## src/kvtl_pkg.sv

```systemverilog
`default_nettype none

package kvtl_pkg;

    // Table geometry
    localparam int TABLE_DEPTH = 16;
    localparam int KEY_BITS    = 8;
    localparam int VALUE_BITS  = 32;
    localparam int IDX_W       = $clog2(TABLE_DEPTH);
    localparam int CNT_W       = $clog2(TABLE_DEPTH + 1);

    // Stream payload widths (padded to whole bytes)
    localparam int S_TDATA_W = 48;
    localparam int M_TDATA_W = 40;

    // Action codes
    localparam logic [1:0] ACT_INSERT = 2'd0;
    localparam logic [1:0] ACT_ERASE  = 2'd1;
    localparam logic [1:0] ACT_LOOKUP = 2'd2;

    // Status codes
    localparam logic [1:0] STAT_DONE      = 2'd0;
    localparam logic [1:0] STAT_NOT_FOUND = 2'd1;
    localparam logic [1:0] STAT_FULL      = 2'd2;

    // Write request into the entry store
    typedef struct packed {
        logic                  en;
        logic [IDX_W-1:0]      addr;
        logic [KEY_BITS-1:0]   key;
        logic [VALUE_BITS-1:0] value;
    } wr_req_t;

endpackage

`default_nettype wire

```

## src/kvtl_store.sv

```systemverilog
`default_nettype none

module kvtl_store (
    input  wire logic                              aclk,
    input  wire kvtl_pkg::wr_req_t                 wr,
    input  wire logic [kvtl_pkg::IDX_W-1:0]        rd_addr,
    output logic      [kvtl_pkg::KEY_BITS-1:0]     rd_key,
    output logic      [kvtl_pkg::VALUE_BITS-1:0]   rd_value
);

    logic [kvtl_pkg::KEY_BITS-1:0]   key_mem   [kvtl_pkg::TABLE_DEPTH];
    logic [kvtl_pkg::VALUE_BITS-1:0] value_mem [kvtl_pkg::TABLE_DEPTH];
    logic [kvtl_pkg::KEY_BITS-1:0]   rd_key_reg;
    logic [kvtl_pkg::VALUE_BITS-1:0] rd_value_reg;

    // Write one entry per cycle
    always_ff @(posedge aclk) begin
        if (wr.en) begin
            key_mem[wr.addr]   <= wr.key;
            value_mem[wr.addr] <= wr.value;
        end
    end

    // Registered read of one entry
    always_ff @(posedge aclk) begin
        rd_key_reg   <= key_mem[rd_addr];
        rd_value_reg <= value_mem[rd_addr];
    end

    assign rd_key   = rd_key_reg;
    assign rd_value = rd_value_reg;

endmodule

`default_nettype wire

```

## src/key_value_table_linear_unit.sv

```systemverilog
`default_nettype none

// Channel   Dir  tdata fields (low bit up)                          Width
// s_axis    in   action[1:0], lookup_key[9:2], new_value[41:10]       48
// m_axis    out  status[1:0], found_value[33:2], live_count[38:34]     40
//
// Insert and the unused action code go from accept straight to the response state.
// Lookup and erase scan one entry per cycle through the registered store read; an
// erase hit then moves each later entry down by one place before the response.
// s_tready is high only while the sequencer is idle; a result held in the output
// register stalls only the next response. Reset clears the count, not the store.

module key_value_table_linear_unit (
    input  wire logic                              aclk,
    input  wire logic                              aresetn,
    input  wire logic                              s_tvalid,
    output logic                                   s_tready,
    input  wire logic [kvtl_pkg::S_TDATA_W-1:0]    s_tdata,  // action, lookup_key, new_value
    output logic                                   m_tvalid,
    input  wire logic                              m_tready,
    output logic      [kvtl_pkg::M_TDATA_W-1:0]    m_tdata   // status, found_value, live_count
);

    typedef enum logic [3:0] {
        ST_IDLE   = 4'b0001,
        ST_SEARCH = 4'b0010,
        ST_SHIFT  = 4'b0100,
        ST_RESP   = 4'b1000
    } state_t;

    state_t                          state_reg, state_next;
    logic [kvtl_pkg::CNT_W-1:0]      count_reg, count_next;
    logic [kvtl_pkg::CNT_W-1:0]      scan_reg, scan_next;
    logic                            pend_reg, pend_next;
    logic [kvtl_pkg::IDX_W-1:0]      pend_idx_reg, pend_idx_next;
    logic [1:0]                      action_reg, action_next;
    logic [kvtl_pkg::KEY_BITS-1:0]   key_reg, key_next;
    logic [1:0]                      res_status_reg, res_status_next;
    logic [kvtl_pkg::VALUE_BITS-1:0] res_value_reg, res_value_next;
    logic                            m_valid_reg, m_valid_next;
    logic [kvtl_pkg::M_TDATA_W-1:0]  m_tdata_reg, m_tdata_next;

    kvtl_pkg::wr_req_t               wr;
    logic [kvtl_pkg::IDX_W-1:0]      rd_addr;
    logic [kvtl_pkg::KEY_BITS-1:0]   rd_key;
    logic [kvtl_pkg::VALUE_BITS-1:0] rd_value;

    logic [1:0]                      in_action;
    logic [kvtl_pkg::KEY_BITS-1:0]   in_key;
    logic [kvtl_pkg::VALUE_BITS-1:0] in_value;
    logic                            key_match;

    assign in_action = s_tdata[1:0];
    assign in_key    = s_tdata[9:2];
    assign in_value  = s_tdata[41:10];

    assign s_tready  = (state_reg == ST_IDLE);
    assign m_tvalid  = m_valid_reg;
    assign m_tdata   = m_tdata_reg;

    // Shared store: one read port walked by the scan pointer
    assign rd_addr   = scan_reg[kvtl_pkg::IDX_W-1:0];
    assign key_match = pend_reg && (rd_key == key_reg);

    kvtl_store u_store (
        .aclk     (aclk),
        .wr       (wr),
        .rd_addr  (rd_addr),
        .rd_key   (rd_key),
        .rd_value (rd_value)
    );

    // Sequencer
    always_comb begin
        state_next      = state_reg;
        count_next      = count_reg;
        scan_next       = scan_reg;
        pend_next       = pend_reg;
        pend_idx_next   = pend_idx_reg;
        action_next     = action_reg;
        key_next        = key_reg;
        res_status_next = res_status_reg;
        res_value_next  = res_value_reg;
        m_valid_next    = m_valid_reg && !m_tready;
        m_tdata_next    = m_tdata_reg;
        wr              = '0;

        case (state_reg)
            ST_IDLE: begin
                if (s_tvalid) begin
                    action_next     = in_action;
                    key_next        = in_key;
                    res_value_next  = '0;
                    res_status_next = kvtl_pkg::STAT_DONE;
                    scan_next       = '0;
                    pend_next       = 1'b0;
                    case (in_action)
                        kvtl_pkg::ACT_INSERT: begin
                            if (count_reg >= kvtl_pkg::CNT_W'(kvtl_pkg::TABLE_DEPTH)) begin
                                res_status_next = kvtl_pkg::STAT_FULL;
                            end else begin
                                wr.en      = 1'b1;
                                wr.addr    = count_reg[kvtl_pkg::IDX_W-1:0];
                                wr.key     = in_key;
                                wr.value   = in_value;
                                count_next = count_reg + kvtl_pkg::CNT_W'(1);
                            end
                            state_next = ST_RESP;
                        end
                        kvtl_pkg::ACT_ERASE, kvtl_pkg::ACT_LOOKUP: begin
                            state_next = ST_SEARCH;
                        end
                        default: begin
                            state_next = ST_RESP;
                        end
                    endcase
                end
            end

            ST_SEARCH: begin
                // Compare the entry read last cycle while issuing the next read
                if (key_match) begin
                    if (action_reg == kvtl_pkg::ACT_LOOKUP) begin
                        res_value_next = rd_value;
                        state_next     = ST_RESP;
                    end else begin
                        scan_next  = {1'b0, pend_idx_reg} + kvtl_pkg::CNT_W'(1);
                        pend_next  = 1'b0;
                        state_next = ST_SHIFT;
                    end
                end else if (scan_reg < count_reg) begin
                    pend_next     = 1'b1;
                    pend_idx_next = scan_reg[kvtl_pkg::IDX_W-1:0];
                    scan_next     = scan_reg + kvtl_pkg::CNT_W'(1);
                end else begin
                    res_status_next = kvtl_pkg::STAT_NOT_FOUND;
                    state_next      = ST_RESP;
                end
            end

            ST_SHIFT: begin
                // Move the entry read last cycle down by one place
                if (pend_reg) begin
                    wr.en    = 1'b1;
                    wr.addr  = pend_idx_reg - kvtl_pkg::IDX_W'(1);
                    wr.key   = rd_key;
                    wr.value = rd_value;
                end
                if (scan_reg < count_reg) begin
                    pend_next     = 1'b1;
                    pend_idx_next = scan_reg[kvtl_pkg::IDX_W-1:0];
                    scan_next     = scan_reg + kvtl_pkg::CNT_W'(1);
                end else begin
                    pend_next = 1'b0;
                    if (!pend_reg) begin
                        count_next = count_reg - kvtl_pkg::CNT_W'(1);
                        state_next = ST_RESP;
                    end
                end
            end

            ST_RESP: begin
                // Load the output register once it is free
                if (!m_valid_reg || m_tready) begin
                    m_valid_next = 1'b1;
                    m_tdata_next = {1'b0, count_reg, res_value_reg, res_status_reg};
                    state_next   = ST_IDLE;
                end
            end

            default: begin
                state_next = ST_IDLE;
            end
        endcase
    end

    // Control registers
    always_ff @(posedge aclk) begin
        if (!aresetn) begin
            state_reg   <= ST_IDLE;
            count_reg   <= '0;
            scan_reg    <= '0;
            pend_reg    <= 1'b0;
            m_valid_reg <= 1'b0;
        end else begin
            state_reg   <= state_next;
            count_reg   <= count_next;
            scan_reg    <= scan_next;
            pend_reg    <= pend_next;
            m_valid_reg <= m_valid_next;
        end
    end

    // Payload registers
    always_ff @(posedge aclk) begin
        pend_idx_reg   <= pend_idx_next;
        action_reg     <= action_next;
        key_reg        <= key_next;
        res_status_reg <= res_status_next;
        res_value_reg  <= res_value_next;
        m_tdata_reg    <= m_tdata_next;
    end

`ifndef SYNTHESIS
    a_count_bound: assert property (@(posedge aclk) disable iff (!aresetn)
        count_reg <= kvtl_pkg::CNT_W'(kvtl_pkg::TABLE_DEPTH))
        else $error("entry count above table depth");

    a_insert_grows: assert property (@(posedge aclk) disable iff (!aresetn)
        (s_tvalid && s_tready && in_action == kvtl_pkg::ACT_INSERT &&
         count_reg < kvtl_pkg::CNT_W'(kvtl_pkg::TABLE_DEPTH))
        |=> (count_reg == $past(count_reg) + kvtl_pkg::CNT_W'(1)))
        else $error("insert did not add one entry");

    a_scan_in_range: assert property (@(posedge aclk) disable iff (!aresetn)
        (state_reg == ST_SEARCH) |-> (scan_reg <= count_reg))
        else $error("search pointer past live entries");

    a_shift_above_zero: assert property (@(posedge aclk) disable iff (!aresetn)
        (state_reg == ST_SHIFT && pend_reg) |-> (pend_idx_reg != '0))
        else $error("shift source at entry zero");

    a_result_after_resp: assert property (@(posedge aclk) disable iff (!aresetn)
        (state_reg == ST_RESP && state_next == ST_IDLE) |=> m_tvalid)
        else $error("result not presented after response");
`endif

endmodule

`default_nettype wire
```

## config.mk

```make
export PLATFORM = sky130hd
export DESIGN_NAME = key_value_table_linear_unit
export DESIGN_NICKNAME = d
export VERILOG_FILES = /design/src/kvtl_pkg.sv /design/src/kvtl_store.sv /design/src/key_value_table_linear_unit.sv
export SDC_FILE = /design/constraint.sdc
export NUM_CORES = 1
export LEC_CHECK = 0
export ABC_AREA = 1
export BUFFER_PORTS_ARGS = -buffer_cell sky130_fd_sc_hd__buf_2
export CAP_MARGIN = 20
export CORE_MARGIN = 2
export CORE_UTILIZATION = 53
export DETAILED_ROUTE_END_ITERATION = 8
export PLACE_DENSITY_LB_ADDON = 0.3
export SETUP_SLACK_MARGIN = 0.3
export SYNTH_ARGS = -nofsm -noshare
export SYNTH_HDL_FRONTEND = slang
export SYNTH_SLANG_ARGS = --single-unit
```

## constraint.sdc

```tcl
create_clock -name aclk -period 5.1 [get_ports aclk]
set_input_delay 0.255 -clock aclk [delete_from_list [all_inputs] [get_ports aclk]]
set_output_delay 0.255 -clock aclk [all_outputs]
set_load 0.005 [all_outputs]
```

==> impl_metrics.tcl <==
set metrics [dict create \
    clk_latency_ns 0.62 \
    endpoint_kind "register" \
    hold_viol 0 \
    rr_worst_depth 8 \
    synth-async-reset-ratio 0 \
    drt_iter0_markers 2386 \
    cp-start-kind "register" \
    root_buffer "clkbuf_16" \
    area_growth_pct 14.6 \
    setup_viol 0 \
    drt-total-wl_um 75000 \
    die_x_um 243 \
    relSlewSlack 0.258 \
    finalMaxSlewViolations 0 \
    p_per_area_nw_per_um2 398 \
    rr_startpoint "state_reg[3]" \
    pre_cts_ws_ns 1.41 \
    fp.dieArea_um2 58900 \
    cts-resized-gates 0 \
    synthesis.nets 2373 \
    clock_path_buffers 3 \
    antenna_found_initial 0 \
    via_per_inst 5.97 \
    fmax_mhz 272 \
    port_buffers 86 \
    numCtsBuffers 79 \
    finClkSkew_ns 0.0228 \
    hpwl_um 39500 \
    overflow 0 \
    synth_top_area_share 0.723 \
    rows 87 \
    met1_length_um 30100 \
    grt_max_degree 200 \
    reg2reg_to "u_store.value_mem[1][2]" \
    hold_depth 3 \
    final_layout_size_suffix_gt1_frac 0.131 \
    min_from "s_tdata[39]" \
    reg2reg_slack_ns 1.42 \
    cap_violations 0 \
    largest_reg_flops 512 \
    post-route-drc-count 0 \
    rsz0062_at_grt "false" \
    gr-usage-all-layers 0.251 \
    grt_first_pass_wirelength_um 112000 \
    min_period_ns 3.68 \
    synth-seq-cells 783 \
    yosysTopAreaCell "edfxtp_1" \
    gp_congestion 0.826 \
    final_nets 2498 \
    cp_data_arrival_time_ns 3.91 \
    synth.distinct_cells 40 \
    avgSynthCellArea_um2 13.1 \
    status "complete, no violations" \
    synth_area_um2 30200 \
    die_h_um 243 \
    fin_ws_ns 1.42 \
    final_cell_mix "edfxtp_1 (727), nand2_1 (396), o21ai_0 (239), nor2_1 (207), a21oi_1 (112)" \
    num_vias 19399 \
    fin_setup_tns_ns 0 \
    required_ns 5.33 \
    min-delay-path-class "primary input to register" \
    synthCells 2309 \
    ant_nets 0 \
    dr_wl_met3_um 6800 \
    tritoncts "done" \
    ios 94 \
    critPathMaxFanout 32 \
    yosys-top-cells-area "edfxtp_1 (72%), nand2_1 (4.9%), o21ai_0 (4.1%), dfxtp_1 (3.7%), nor2_1 (2.8%)" \
    diodes 0 \
    place_inst 3091 \
    holdPathEnd "u_store.value_mem[0][29]" \
    ir_worst_vdd_mv 0.285 \
    synth-main-ff-cell "edfxtp_1" \
    yosys_warnings 0 \
    highest_layer "met4" \
    grt_pass1_vias 18658 \
    yosysSeqAreaShare 0.760 \
    wire_per_inst_um 23.1 \
    p_total_mw 13.8 \
    p_leak_nw 12.7 \
    cts_sinks 783 \
    stdcell_count 3251 \
    htree_levels 3 \
    core_um2 56400 \
    wl_met2_um 35700 \
    start_util 0.536 \
    worstMarginPinSlew_ns 1.11 \
    clk_pin_slew_ns 0.06 \
    min_period_over_period 0.721 \
    crit_type "register to register" \
    dr.pass1.iters 6 \
    mostFrequentLayoutCell "edfxtp_1" \
    synth_edf_count 727 \
]
## report_power, final
group	total [mW]	leakage (nW)	internal (mW)	switching (mW)
logic	0.711	4.25	0.196	0.514
registers	7.25	7.24	7.19	0.0635
clock network	5.82	1.25	3.44	2.38
total	13.8	12.7	10.8	2.96
## through the flow
| stage | hold slack [ns] | instance area (um2) | utilization |
|---|---|---|---|
| global placement | 0.401 | 31800 | 0.564 |
| finish | 0.0742 | 34600 | 0.614 |
| global route | 0.0716 | 34600 | 0.614 |
| floorplan | 0.354 | 30200 | - |
| CTS | 0.0467 | 34500 | 0.613 |
| detailed placement | 0.405 | 31800 | 0.565 |
## how the worst max path moves through the flow
stage                     slack, ns                      end  depth (start not counted)         start
after floorplan                1.34    u_store.key_mem[2][0]                          8  state_reg[3]
after global placement         1.55  u_store.value_mem[1][9]                          8  state_reg[3]
after detailed placement       1.41  u_store.value_mem[3][1]                          8  state_reg[3]
after CTS                      1.41  u_store.value_mem[3][3]                          8  state_reg[3]
after global routing           1.22  u_store.value_mem[3][3]                          8  state_reg[3]
final                          1.42  u_store.value_mem[1][2]                          8  state_reg[3]
## layout make-up
type,instances,area (um2)
sequential,783,23000
inverter,100,383
clock inverter,33,415
fill,4298,21800
timing repair buffer,178,1280
clock buffer,109,2170
tap,756,946
multi-input combinational,1292,6470
## kinds of logic (layout without fill, tap and decap cells)
group	after synthesis	in the layout	synth area share
compound gates	504	504	0.0966
flops	783	783	0.760
xor+xnor	9	9	0.00261
fa+ha+maj	12	12	0.00522
buf+inv	234	420	0.0312
simple gates	766	766	0.105
other cells	1	1	0.000124
## cell usage after synthesis (3+ instances only)
cell type	n
edfxtp_1	727
nand2_1	398
o221ai_1	34
nand3_1	92
nand4_1	36
o21ai_1	8
dfxtp_1	56
nor2_2	3
a221oi_1	46
nor2_1	223
nand3_2	5
buf_2	44
buf_1	16
xor2_1	8
inv_1	91
o22ai_1	48
o21ai_0	247
inv_2	7
ha_1	11
clkbuf_1	71
a21oi_1	113
## what timing repair did
item / 4_1_cts / 5_1_grt
hold endpoints to repair: 17 / 0
hold buffers: 12 / 0
buffers inserted: 0 / 0
## worst max-delay path: stages (launching register included)
cell and delay (ns):
dfxtp_1 0.35, nor2_2 0.17, nand3_2 0.18, nor2_2 0.54, nand3_2 0.31, o22ai_1 0.35
nand2_1 0.32, nor2_4 0.46, buf_4 0.60
## routing by layer
metal | vias up | GRT usage
met3 | 162 | 0.0426
met4 | 0 | 0.0982
li1 | 8686 | -
met5 | - | 0
met2 | 975 | 0.399
met1 | 9576 | 0.349
No activity file was read; power rests on OpenSTA's default activity.
